==> src/sv/bcs_pkg.sv <==
// bcs_pkg: shared types, signature tables and verdict codes for the binary content sniffer
// no dependencies; imported by bcs_scan, bcs_verdict and binary_content_sniffer_unit
package bcs_pkg;

  localparam int SIG_COUNT  = 10;
  localparam int SIG_MAXLEN = 11;
  localparam int POS_W      = $clog2(SIG_MAXLEN + 1);
  localparam int POS_SLOTS  = 1 << POS_W;
  localparam int KIND_W     = 4;

  localparam logic [POS_W-1:0] POS_MAX = POS_W'(SIG_MAXLEN);

  typedef enum logic [KIND_W-1:0] {
    KIND_TEXT  = 4'd0,
    KIND_PS    = 4'd1,
    KIND_PNG   = 4'd2,
    KIND_GIF87 = 4'd3,
    KIND_GIF89 = 4'd4,
    KIND_PDF   = 4'd5,
    KIND_U32BE = 4'd6,
    KIND_U32LE = 4'd7,
    KIND_JPEG  = 4'd8,
    KIND_U16BE = 4'd9,
    KIND_U16LE = 4'd10,
    KIND_ZERO  = 4'd11
  } kind_t;

  // signature lengths, in priority order
  localparam logic [POS_W-1:0] SIG_LEN [SIG_COUNT] = '{
    4'd11, 4'd8, 4'd6, 4'd6, 4'd5, 4'd4, 4'd4, 4'd3, 4'd2, 4'd2
  };

  // 1 where a signature means binary content
  localparam logic [SIG_COUNT-1:0] SIG_BINARY = 10'b00_1001_1110;

  // signature bytes, padded to a power-of-two row so any position indexes safely
  localparam logic [7:0] SIG_BYTES [SIG_COUNT][POS_SLOTS] = '{
    '{8'h25, 8'h21, 8'h50, 8'h53, 8'h2D, 8'h41, 8'h64, 8'h6F,
      8'h62, 8'h65, 8'h2D, 8'h00, 8'h00, 8'h00, 8'h00, 8'h00},
    '{8'h89, 8'h50, 8'h4E, 8'h47, 8'h0D, 8'h0A, 8'h1A, 8'h0A,
      8'h00, 8'h00, 8'h00, 8'h00, 8'h00, 8'h00, 8'h00, 8'h00},
    '{8'h47, 8'h49, 8'h46, 8'h38, 8'h37, 8'h61, 8'h00, 8'h00,
      8'h00, 8'h00, 8'h00, 8'h00, 8'h00, 8'h00, 8'h00, 8'h00},
    '{8'h47, 8'h49, 8'h46, 8'h38, 8'h39, 8'h61, 8'h00, 8'h00,
      8'h00, 8'h00, 8'h00, 8'h00, 8'h00, 8'h00, 8'h00, 8'h00},
    '{8'h25, 8'h50, 8'h44, 8'h46, 8'h2D, 8'h00, 8'h00, 8'h00,
      8'h00, 8'h00, 8'h00, 8'h00, 8'h00, 8'h00, 8'h00, 8'h00},
    '{8'h00, 8'h00, 8'hFE, 8'hFF, 8'h00, 8'h00, 8'h00, 8'h00,
      8'h00, 8'h00, 8'h00, 8'h00, 8'h00, 8'h00, 8'h00, 8'h00},
    '{8'hFF, 8'hFE, 8'h00, 8'h00, 8'h00, 8'h00, 8'h00, 8'h00,
      8'h00, 8'h00, 8'h00, 8'h00, 8'h00, 8'h00, 8'h00, 8'h00},
    '{8'hFF, 8'hD8, 8'hFF, 8'h00, 8'h00, 8'h00, 8'h00, 8'h00,
      8'h00, 8'h00, 8'h00, 8'h00, 8'h00, 8'h00, 8'h00, 8'h00},
    '{8'hFE, 8'hFF, 8'h00, 8'h00, 8'h00, 8'h00, 8'h00, 8'h00,
      8'h00, 8'h00, 8'h00, 8'h00, 8'h00, 8'h00, 8'h00, 8'h00},
    '{8'hFF, 8'hFE, 8'h00, 8'h00, 8'h00, 8'h00, 8'h00, 8'h00,
      8'h00, 8'h00, 8'h00, 8'h00, 8'h00, 8'h00, 8'h00, 8'h00}
  };

  // running scan state of one buffer
  typedef struct packed {
    logic [SIG_COUNT-1:0] alive;
    logic [POS_W-1:0]     count;
    logic                 zero_seen;
  } scan_t;

  localparam scan_t SCAN_RESET = '{alive: '1, count: '0, zero_seen: 1'b0};

endpackage

==> src/sv/bcs_scan.sv <==
// bcs_scan: per-byte signature compare, position count and zero-byte tracking
// depends on bcs_pkg
module bcs_scan
  import bcs_pkg::*;
(
  input  scan_t      scan_cur,
  input  logic [7:0] data_byte,
  output scan_t      scan_nxt
);

  logic [SIG_COUNT-1:0] kill;

  // one byte compare per signature, only while inside that signature
  always_comb begin
    for (int k = 0; k < SIG_COUNT; k++) begin
      kill[k] = (scan_cur.count < SIG_LEN[k]) &&
                (SIG_BYTES[k][scan_cur.count] != data_byte);
    end
  end

  always_comb begin
    scan_nxt.alive     = scan_cur.alive & ~kill;
    scan_nxt.zero_seen = scan_cur.zero_seen | (data_byte == 8'h00);
    scan_nxt.count     = (scan_cur.count < POS_MAX) ? scan_cur.count + POS_W'(1) : POS_MAX;
  end

endmodule

==> src/sv/bcs_verdict.sv <==
// bcs_verdict: priority pick of the first fully matched signature, zero-byte fallback
// depends on bcs_pkg
module bcs_verdict
  import bcs_pkg::*;
(
  input  scan_t scan,
  output logic  is_binary,
  output kind_t kind
);

  always_comb begin
    kind      = KIND_TEXT;
    is_binary = 1'b0;
    // walk from lowest priority up so the highest-priority match wins
    for (int k = SIG_COUNT - 1; k >= 0; k--) begin
      if (scan.alive[k] && (scan.count >= SIG_LEN[k])) begin
        kind      = kind_t'(KIND_W'(k + 1));
        is_binary = SIG_BINARY[k];
      end
    end
    if ((kind == KIND_TEXT) && scan.zero_seen) begin
      kind      = KIND_ZERO;
      is_binary = 1'b1;
    end
  end

endmodule

==> src/sv/binary_content_sniffer_unit.sv <==
// binary_content_sniffer_unit: top level of the binary content sniffer
// depends on bcs_pkg, bcs_scan and bcs_verdict
//
// The sniffer takes a buffer one byte per transaction, in_last_byte marking
// its final byte, and at that byte gives one verdict transaction: out_is_binary
// and out_verdict_kind, the code of the deciding rule (0 plain text, 1..10 the
// leading signature that matched in priority order, 11 a zero byte somewhere
// in the buffer). Each byte is compared against every signature still within its
// length in the same cycle it is taken, so the block takes one byte per clock with
// no gaps while in_stall is low, across buffer boundaries too; the verdict shows on
// the output in the cycle after the final byte is taken and sits in an output
// register until it is taken. in_stall rises only while a verdict is held and
// stalled by the receiver. Bytes past the eleventh only feed zero detection, and
// the scan state returns to its reset values after each verdict.
module binary_content_sniffer_unit
  import bcs_pkg::*;
(
  input  logic                clk,
  input  logic                rst_n,
  // byte input channel
  input  logic                in_valid,
  output logic                in_stall,
  input  logic [7:0]          in_data_byte,
  input  logic                in_last_byte,
  // verdict channel
  output logic                out_valid,
  input  logic                out_stall,
  output logic                out_is_binary,
  output logic [KIND_W-1:0]   out_verdict_kind
);

  scan_t             scan_r;
  scan_t             scan_step;
  scan_t             scan_nxt;
  logic              in_acc;
  logic              verdict_bin;
  kind_t             verdict_kind;
  logic              out_valid_r;
  logic              out_valid_nxt;
  logic              out_is_binary_r;
  logic [KIND_W-1:0] out_verdict_kind_r;

  // a held verdict that is stalled blocks new bytes, anything else flows
  assign in_stall = out_valid_r & out_stall;
  assign in_acc   = in_valid & ~in_stall;

  bcs_scan u_scan (
    .scan_cur  (scan_r),
    .data_byte (in_data_byte),
    .scan_nxt  (scan_step)
  );

  // verdict from the state including the final byte
  bcs_verdict u_verdict (
    .scan      (scan_step),
    .is_binary (verdict_bin),
    .kind      (verdict_kind)
  );

  always_comb begin
    scan_nxt = scan_r;
    if (in_acc) begin
      scan_nxt = in_last_byte ? SCAN_RESET : scan_step;
    end
  end

  always_comb begin
    out_valid_nxt = out_valid_r & out_stall;
    if (in_acc && in_last_byte) begin
      out_valid_nxt = 1'b1;
    end
  end

  always_ff @(posedge clk) begin
    if (!rst_n) begin
      scan_r      <= SCAN_RESET;
      out_valid_r <= 1'b0;
    end else begin
      scan_r      <= scan_nxt;
      out_valid_r <= out_valid_nxt;
    end
  end

  // verdict payload, loaded only when the output register is free
  always_ff @(posedge clk) begin
    if (in_acc && in_last_byte) begin
      out_is_binary_r    <= verdict_bin;
      out_verdict_kind_r <= verdict_kind;
    end
  end

  assign out_valid        = out_valid_r;
  assign out_is_binary    = out_is_binary_r;
  assign out_verdict_kind = out_verdict_kind_r;

  // final byte always produces a verdict on the next cycle
  a_last_gives_verdict: assert property (@(posedge clk) disable iff (!rst_n)
    (in_acc && in_last_byte) |=> out_valid_r)
    else $error("final byte taken but no verdict pending");

  // scan state is cleared after each verdict
  a_state_clears: assert property (@(posedge clk) disable iff (!rst_n)
    (in_acc && in_last_byte) |=> (scan_r == SCAN_RESET))
    else $error("scan state not cleared after verdict");

  // position count saturates at the longest signature
  a_count_bound: assert property (@(posedge clk) disable iff (!rst_n)
    scan_r.count <= POS_MAX)
    else $error("byte position past saturation");

  // zero-byte verdict is always binary, and no code beyond zero-byte
  a_zero_binary: assert property (@(posedge clk) disable iff (!rst_n)
    out_valid_r |-> ((out_verdict_kind_r <= KIND_ZERO) &&
                     ((out_verdict_kind_r != KIND_ZERO) || out_is_binary_r)))
    else $error("inconsistent verdict code");

  // zero detection is sticky within a buffer
  a_zero_sticky: assert property (@(posedge clk) disable iff (!rst_n)
    (scan_r.zero_seen && !(in_acc && in_last_byte)) |=> scan_r.zero_seen)
    else $error("zero-byte flag dropped mid-buffer");

endmodule
==> config.mk <==
export PLATFORM = sky130hd
export DESIGN_NAME = binary_content_sniffer_unit
export DESIGN_NICKNAME = d
export VERILOG_FILES = /design/src/sv/bcs_pkg.sv /design/src/sv/bcs_scan.sv /design/src/sv/bcs_verdict.sv /design/src/sv/binary_content_sniffer_unit.sv
export SDC_FILE = /design/constraint.sdc
export NUM_CORES = 1
export LEC_CHECK = 0
export BUFFER_PORTS_ARGS = -buffer_cell sky130_fd_sc_hd__buf_2
export CORE_MARGIN = 1
export CORE_UTILIZATION = 63
export CTS_BUF_LIST = sky130_fd_sc_hd__clkbuf_8
export CTS_CLUSTER_DIAMETER = 120
export DETAILED_ROUTE_END_ITERATION = 6
export GPL_TIMING_DRIVEN = 1
export PLACE_DENSITY = 0.83
export SLEW_MARGIN = 25
export SYNTH_ARGS = -nofsm -noshare
export SYNTH_HDL_FRONTEND = slang
export SYNTH_SLANG_ARGS = --single-unit
export TNS_END_PERCENT = 20
==> constraint.sdc <==
create_clock -name clk -period 3.1 [get_ports clk]
set_input_delay 0.155 -clock clk [delete_from_list [all_inputs] [get_ports clk]]
set_output_delay 0.155 -clock clk [all_outputs]
set_load 0.03 [all_outputs]
# Yosys cells after proc, flatten, opt, wreduce, memory -nomap -nowiden
# Memory sizes are Yosys's and may differ from the RTL's.
# Cells that the tools add are included.
op_classes:
  add_sub_neg: 1
  mux: 39
  n_reduce_logical: 24
  n_mul: 0
  div_mod_pow: 0
  eq_ne: 9
  n_lt_le_gt_ge: 15
  shifts: 0
  bitwise_logic: 7
ops:
  columns: ["operator", "count"]
  rows:
  - ["$mux 8", 18]
  - ["$ne 8x8->1", 9]
  - ["$mux 4", 11]
  - ["$logic_and 1x1->1", 22]
  - ["$mux 15", 1]
  - ["$ge 4x3->1 const B", 3]
  - ["$lt 4x3->1 const B", 3]
  - ["$and 10x10->10", 1]
  - ["$not 10->10", 1]
  - ["$mux 1", 9]
  - ["$ge 4x2->1 const B", 2]
  - ["$ge 4x4->1 const B", 2]
  - ["$logic_not 8->1", 1]
  - ["$lt 4x2->1 const B", 2]
  - ["$lt 4x4->1 const B", 2]
  - ["$ge 5x5->1 const B", 1]
  - ["$not 4->5", 1]
  - ["$add 4x1->4 const B", 1]
  - ["$logic_not 4->1", 1]
  - ["$and 1x1->1", 2]
  - ["$not 1->1", 1]
  - ["$or 1x1->1", 1]
word_totals:
  ff_bits: 21
  word_cells: 110
  out_inout_bits: 7
  inputBits: 13
  rom_bits: 1152
  latchBits: 0
  ramBits: 0
  mem_count: 9
mem_list:
  columns: ["name", "words", "word_bits", "rd", "rd_ports_with_merged_regs", "wr", "line", "source"]
  rows:
  - ["(name not given)", 16, 8, 1, 0, 0, "bcs_scan.sv:17", "(SIG_BYTES[k][scan_cur.count] != data_byte);"]
  - ["(name not given)", 16, 8, 1, 0, 0, "bcs_scan.sv:17", null]
  - ["(name not given)", 16, 8, 1, 0, 0, "bcs_scan.sv:17", null]
  - ["(name not given)", 16, 8, 1, 0, 0, "bcs_scan.sv:17", null]
  - ["(name not given)", 16, 8, 1, 0, 0, "bcs_scan.sv:17", null]
  - ["(name not given)", 16, 8, 1, 0, 0, "bcs_scan.sv:17", null]
  - ["3 more memories", null, null, null, null, null, null, null]

# Longest topological paths before layout
# Gate-level depths: netlist of run 1.
depth:
  depth_word: 21
  mapped_depth: 11
  mapped_depth_nobuf: 10

# Cells and area by module
# A second synthesis of run 1 with hierarchy kept.
hier_totals:
  cells_unflattened: 311
  area_unflattened_um2: 2417.3
by_module_without_submodules:
  columns: ["mod", "area_per_inst_um2", "n_inst", "cells_per_inst", "seq_area_each_um2"]
  rows:
  - ["bcs_scan", 1168.6, 1, 184, 0.0]
  - ["binary_content_sniffer_unit", 904.6, 1, 77, 470.5]
  - ["bcs_verdict", 344.1, 1, 50, 0.0]

# Worst setup path before layout of run 1
# OpenSTA, ideal clock, no wires.
synth_timing:
  path_type: "flip-flop to flip-flop"
  from: "register scan_r[1] (netlist name)"
  to: "register out_verdict_kind_r[2] (netlist: out_verdict_kind[2]), data pin"
  setup_ns: 0.255
  stages_incl_launch_ff: 10
  path_slack_ns: 0.549
  arrival_ns: 2.296
  n_path_buf: 0
  period_less_slack_ns: 2.551
  required_time_ns: 2.845
  path_cell_list: "dfxtp_1 > inv_1 > ha_1 > nor2b_1 > and2_1 > o21ai_0 > nand3_1 > o41ai_1 > and2_1 > and3b_1"
synth_via:
  elab_chain_len: 21
  elab_cells_between_ends: 87
  cone_classes: "1 x add/sub; 14 x order compare; 9 x eq/ne; 29 x mux; 3 x bitwise; 22 x reduce/logical; 9 x memory"
synth_rtl:
  columns: ["item", "line", "source"]
  rows:
  - ["start: declaration", "binary_content_sniffer_unit.sv:32", "scan_t scan_r;"]
  - ["start signal: assignment", "binary_content_sniffer_unit.sv:79", "scan_r <= scan_nxt;"]
  - ["$not 4->5 (implied by the code)", "bcs_scan.sv:17", null]
  - ["$mem_v2 16x8", null, null]
  - ["$mux 8 (implied by the code) (2 in a row)", "bcs_scan.sv:17", null]
  - ["$ne 8x8->1", "bcs_scan.sv:17", null]
  - ["$logic_and 1x1->1", "bcs_scan.sv:16", "kill[k] = (scan_cur.count < SIG_LEN[k]) &&"]
  - ["$not 10->10", "bcs_scan.sv:22", "scan_nxt.alive = scan_cur.alive & ~kill;"]
  - ["$and 10x10->10", "bcs_scan.sv:22", null]
  - ["$logic_and 1x1->1", "bcs_verdict.sv:16", "if (scan.alive[k] && (scan.count >= SIG_LEN[k])) begin"]
  - ["$mux 4 (9 in a row)", "bcs_verdict.sv:16", null]
  - ["$mux 4 (*)", "bcs_verdict.sv:16", null]
  - ["$logic_not 4->1", "bcs_verdict.sv:21", "if ((kind == KIND_TEXT) && scan.zero_seen) begin"]
  - ["$logic_and 1x1->1", "bcs_verdict.sv:21", null]
  - ["end signal: assignment", "binary_content_sniffer_unit.sv:88", "out_verdict_kind_r <= verdict_kind;"]
  - ["end: declaration", "binary_content_sniffer_unit.sv:41", "logic [KIND_W-1:0] out_verdict_kind_r;"]
# Every way passes the cells marked *; elsewhere a longest branch is shown, timed or not. The select of a mux whose other input is x is not followed.
# A chain may end at the register's enable or synchronous reset.

# Worst setup path after layout of run 1
# Same ends and word-level chain as after synthesis.

==> flow_summary.ini, run 1 <==
[global_routing]
grt_pass1_wl_mm = 10.7
grt.overflow.total = 0
groute.usage.overall_pct = 33.7
grt_max_degree = 27
first_global_vias = 2264
antenna_found_initial = 0

[worst_setup_path]
reg2reg_from = scan_r[1]$_SDFFE_PN0P_
required_ps = 3130
reg2reg_to = out_verdict_kind[2]$_SDFFCE_PP0P_
path_max_fanout = 17
worstSetupStartpoint = scan_r[1]$_SDFFE_PN0P_
timing.critical_path.arrival_ps = 2970
startpoint_type = register
endpoint = out_verdict_kind[2]$_SDFFCE_PP0P_
criticalPathCategory = register to register
reg2regPathDepth = 10
cp-end-kind = register
r2r_slack_ps = 160

[cts]
cts_made_buffers = 3
post-cts-setup-buffers = 0
ctsResizeCount = 0
root_buffer = clkbuf_8
cts_tree = yes
insertion_delay_ps = 260
postCtsHoldBufs = 0
clk_pin_slew_ps = 80
numClockSinks = 21
cts-htree-levels = 1
clk_path_buf_depth = 2

[sta]
drv_slew = 0
finalHoldViolations = 0
max_slew_margin_pct = 64.0
fin_crit_sh_pct = 94.8
fin_crit_ps = 2940
setup_viol = 0
worstMarginPinSlew_ps = 536
clock_skew_ps = 5.87
setup-tns-final_ps = 0
rsz0062_at_grt = false
max_freq_ghz = 0.340

[cells_and_area]
final_nets = 341
design_area_mm2 = 0.00251
fin_util_pct = 72.3
multi_input_area_mm2 = 0.00173
instances_no_fill = 364
antennaDiodeCount = 0
syn_to_final_growth_pct = 5.92
drive_above_1_share_pct = 15.1
register_area_um2 = 470
nFillCells = 316

[logic_synthesis]
yosysWarnings = 0
synth-edff-count = 5
synth_area_mm2 = 0.00237
synth_seq_cells = 21
syn_avg_cell_area_um2 = 7.59
syn_nets = 334
ys_async_sr_fraction_pct = 0
synth_cells = 312
synth_cell_type_count = 70
synth_ff_type = dfxtp_1
seq_area_frac_synth_pct = 19.9

[power]
p_leak_nw = 0.967
power_density_mw_per_mm2 = 264
seqPwrFrac_pct = 45.6
internal_power_mw = 0.448
p_sw_share_pct = 32.3
peakVddDrop_v = 0.000239
p_sw_mw = 0.214
clock_power_share_pct = 27.2
power_frac_comb_pct = 27.2

[detailed_routing]
via_per_inst = 6.84
ant_nets = 0
drt_pass1_iterations = 5
drt_iter0_drc = 312
wl_per_cell_um = 18.1
vias = 2489
drc = 0
totalWireLength_mm = 6.57

[placement]
gp_congestion = 0.967
place_area_mm2 = 0.00246
port_buffers = 19
dp_hpwl_mm = 4.84
dp.cells = 360

[die]
core_mm2 = 0.00347
start_util_pct = 68.3
die_h_um = 63.3
die_w_um = 63.3
io_pins = 20
fp-row-count = 21
die-area_mm2 = 0.00401

[hold_path]
worst_hold_path_type = input pin to register

[run]
maxCapViolCount = 0

[status]
status = finished, final reports clean
[stage by stage]
| step | worst slack [ps] | power [mW] | hold WS, ps |
|---|---|---|---|
| finish | 161 | 0.662 | 181 |
| CTS | 256 | 0.654 | 192 |
| detailed placement | 278 | 0.481 | 447 |
| global placement | 392 | 0.478 | 447 |
| global route | 36.6 | 0.685 | 193 |
| floorplan | 549 | 0.437 | 283 |
[sequential cells by signal, indices dropped and copies added (netlist names)]
name              cells
out_verdict_kind      4
out_valid             1
scan_r               15
out_is_binary         1
[critical path: stages, from the launching register on]
cell and delay [ps]:
dfxtp_1 320, buf_4 190, ha_1 280, ha_1 230, a21oi_1 140, mux2_2 370
o211ai_1 260, o31ai_1 130, a21boi_0 430, nand2_1 150, and3b_1 200
[power groups by stage]
stage	combinational [mW]	sequential [mW]	clock (mW)
after global placement	0.170	0.308	0
after floorplan	0.123	0.314	0
after CTS	0.174	0.302	0.178
after global routing	0.193	0.304	0.189
after detailed placement	0.173	0.308	0
final	0.180	0.302	0.180
[final cells by class]
class	instances	area share, %
multi-input combinational	253	68.9
sequential	21	18.8
timing repair buffer	28	6.48
tap	46	2.29
inverter	12	1.80
clock buffer	3	1.65
clock inverter	1	0.150
[kinds of logic after synthesis]
kind of cell | count (synthesis) | synth area share [%]
simple gates | 119 | 28.9
compound gates | 109 | 33.0
buf+inv | 38 | 7.18
flops | 21 | 19.9
xor+xnor | 14 | 5.18
fa+ha+maj | 9 | 4.75
mux | 2 | 1.11
[cells in the final DEF (no fill, tap or decap), types with 3 or more instances in the layout]
cell type / synthesis / layout
nor2b_1: 15 / 15
o21ai_0: 21 / 21
nor4_1: 3 / 3
nand3b_1: 3 / 3
o41ai_1: 4 / 4
inv_1: 12 / 13
a2bb2oi_1: 3 / 3
nor2_1: 18 / 18
xnor2_1: 7 / 7
o21a_1: 6 / 6
a21boi_0: 4 / 4
nor3_1: 5 / 5
and2_1: 7 / 7
and3_1: 3 / 3
nor4b_1: 4 / 4
nand2_1: 26 / 26
a31oi_1: 7 / 7
or2_2: 3 / 3
clkbuf_8: 0 / 3
ha_1: 9 / 9
nand3_1: 4 / 4
dfxtp_1: 16 / 16
a211oi_1: 6 / 6
a21o_1: 3 / 3
a22oi_1: 6 / 6
o31ai_1: 4 / 4
o211ai_1: 5 / 5
a21oi_1: 15 / 15
buf_4: 2 / 9
buf_2: 10 / 19
nand2b_1: 7 / 7
or3_1: 6 / 6
edfxtp_1: 5 / 5
xor2_1: 7 / 7
[cell usage after synthesis (5+ instances only)]
master	n	area share, %
nand2_1	26	4.1
o21ai_0	21	4.4
nor2_1	18	2.9
dfxtp_1	16	14
a21oi_1	15	3.2
nor2b_1	15	4.0
clkbuf_1	12	1.9
inv_1	12	1.9
buf_2	10	2.1
ha_1	9	4.8
a31oi_1	7	1.8
and2_1	7	1.8
nand2b_1	7	1.8
xnor2_1	7	2.6
xor2_1	7	2.6
a211oi_1	6	1.9
a22oi_1	6	1.9
o21a_1	6	1.9
or3_1	6	1.6
edfxtp_1	5	6.3
nor3_1	5	1.1
o211ai_1	5	1.6
[worst min-delay path by stage]
stage	from	endpoint	slack (ps)	cells after the start
6_report	rst_n	scan_r[3]$_SDFFE_PN0P_	180	2
5_1_grt	rst_n	out_valid$_SDFF_PN0_	190	2
4_1_cts	rst_n	scan_r[3]$_SDFFE_PN0P_	190	2
3_3_place_gp	scan_r[0]$_SDFFE_PN0P_	scan_r[0]$_SDFFE_PN0P_	450	1
3_5_place_dp	scan_r[12]$_SDFFE_PN1P_	scan_r[12]$_SDFFE_PN1P_	450	2
2_1_floorplan	rst_n	scan_r[1]$_SDFFE_PN0P_	280	1
[per-layer routing]
metal	vias up	part of all wire, %	routed length [um]	GRT usage, %
met2	143	44	2920	55.1
li1	1167	-	-	-
met1	1149	44	2870	44.9
met4	0	3.2	210	10.2
met5	-	0	0	0
met3	30	8.7	570	5.98
No activity file was read; power rests on OpenSTA's default activity.
==> inputs of run 2 (changes only) <==
Settings changed: CAP_MARGIN set to 20, CORE_UTILIZATION 63 to 67, CTS_BUF_LIST sky130_fd_sc_hd__clkbuf_8 to sky130_fd_sc_hd__clkbuf_4 sky130_fd_sc_hd__clkbuf_8, PLACE_DENSITY 0.83 to 0.88.
Clock period 3.1 ns to 3.59 ns, I/O delays scaled along.
==> flow_summary.ini, run 2 (synthesis results as in run 1) <==
[cts]
postCtsHoldBufs = 0
clk_path_buf_depth = 2
post-cts-setup-buffers = 0
cts-htree-levels = 1
clk_pin_slew_ps = 130
insertion_delay_ps = 310
cts_tree = yes
cts_made_buffers = 3
numClockSinks = 21
root_buffer = clkbuf_4
ctsResizeCount = 0

[sta]
setup-tns-final_ps = 0
finalHoldViolations = 0
fin_crit_sh_pct = 84.2
max_freq_ghz = 0.331
rsz0062_at_grt = false
max_slew_margin_pct = 60.7
worstMarginPinSlew_ps = 581
clock_skew_ps = 7.70
drv_slew = 0
fin_crit_ps = 3020
setup_viol = 0

[cells_and_area]
antennaDiodeCount = 0
nFillCells = 288
fin_util_pct = 73.5
final_cell_mix = nand2_1, o21ai_0, buf_2
final_common_cell = nand2_1
final_nets = 337
multi_input_area_mm2 = 0.00173
register_area_um2 = 470
largest_register_ffs = 15
regMostFlops = scan_r
instances_no_fill = 360
drive_above_1_share_pct = 14.3
syn_to_final_growth_pct = 4.44

[global_routing]
first_global_vias = 2115
grt_max_degree = 38
grt.overflow.total = 0
antenna_found_initial = 0
grt_pass1_wl_mm = 9.99
groute.usage.overall_pct = 35.5

[run]
maxCapViolCount = 0

[detailed_routing]
drc = 0
totalWireLength_mm = 6.34
via_per_inst = 6.72
drt_pass1_iterations = 7
drt_iter0_drc = 348
wl_per_cell_um = 17.6
vias = 2419
ant_nets = 0

[worst_setup_path]
required_ps = 3680
startpoint_type = register
timing.critical_path.arrival_ps = 3110
crit_path_frequent_cell = ha_1
crit_chain = buf_4, ha_1, ha_1, a21oi_1, mux2_2, o211ai_1, o31ai_1, a21boi_0, nand2_1, and3b_1
crit_path_top_delay_cell = a21boi_0
cp-end-kind = register
cpPeakStageDelay_ps = 460
criticalPathCategory = register to register
path_max_fanout = 17

[power]
power_density_mw_per_mm2 = 216
peakVddDrop_v = 0.000161
finalPower_mw = 0.534
p_leak_nw = 0.940

[die]
die-area_mm2 = 0.00378
fp-row-count = 21
core_mm2 = 0.00336
die_h_um = 61.5
io_pins = 20
die_w_um = 61.5
start_util_pct = 70.4

[placement]
dp_hpwl_mm = 4.65
dp.cells = 356
gp_congestion = 0.959
port_buffers = 19

[status]
status = finished, final reports clean

[hold_path]
worst_hold_path_type = input pin to register
[run 2: worst paths after layout]
check	cells past startpoint	slack, ps	from	endpoint
setup / recovery	10	570	scan_r[1]$_SDFFE_PN0P_	out_verdict_kind[2]$_SDFFCE_PP0P_
setup reg to reg	10	570	scan_r[1]$_SDFFE_PN0P_	out_verdict_kind[2]$_SDFFCE_PP0P_
hold reg to reg	2	460	scan_r[9]$_SDFFE_PN1P_	scan_r[9]$_SDFFE_PN1P_
hold / removal	2	150	rst_n	out_valid$_SDFF_PN0_
[run 2: critical path, delay by kind of cell (launching register included)]
family          cells  cell delay [ps]
compound gates      4             1000
simple gates        2              380
buf+inv             1              190
mux                 1              370
fa+ha+maj           2              530
flops               1              330
[run 2: stage by stage]
step | area (um2) | hold WS (ps) | setup WS [ps]
finish | 2470 | 147 | 567
CTS | 2470 | 148 | 667
detailed placement | 2450 | 441 | 680
global placement | 2450 | 443 | 732
floorplan | 2370 | 308 | 1040
global route | 2470 | 144 | 547
[run 2: cell type report]
type / instances / share of cell area, %
Multi-Input combinational cell: 253 / 69.9
Sequential cell: 21 / 19.0
Timing Repair Buffer: 24 / 5.87
Tap cell: 46 / 2.33
Inverter: 12 / 1.82
Clock buffer: 3 / 0.910
Clock inverter: 1 / 0.202
[run 2: where the power goes]
| part | switching, mW | total, mW | internal, mW |
|---|---|---|---|
| Combinational | 0.0979 | 0.153 | 0.0554 |
| Clock | 0.0783 | 0.120 | 0.0417 |
| Sequential | 0.00701 | 0.261 | 0.254 |
[run 2: layer usage]
layer | up-vias | GRT usage (%) | wire length, um
met4 | 0 | 10.5 | 152
li1 | 1163 | - | -
met5 | - | 0 | 0
met3 | 16 | 5.04 | 491
met1 | 1117 | 49.6 | 2740
met2 | 123 | 56.8 | 2960
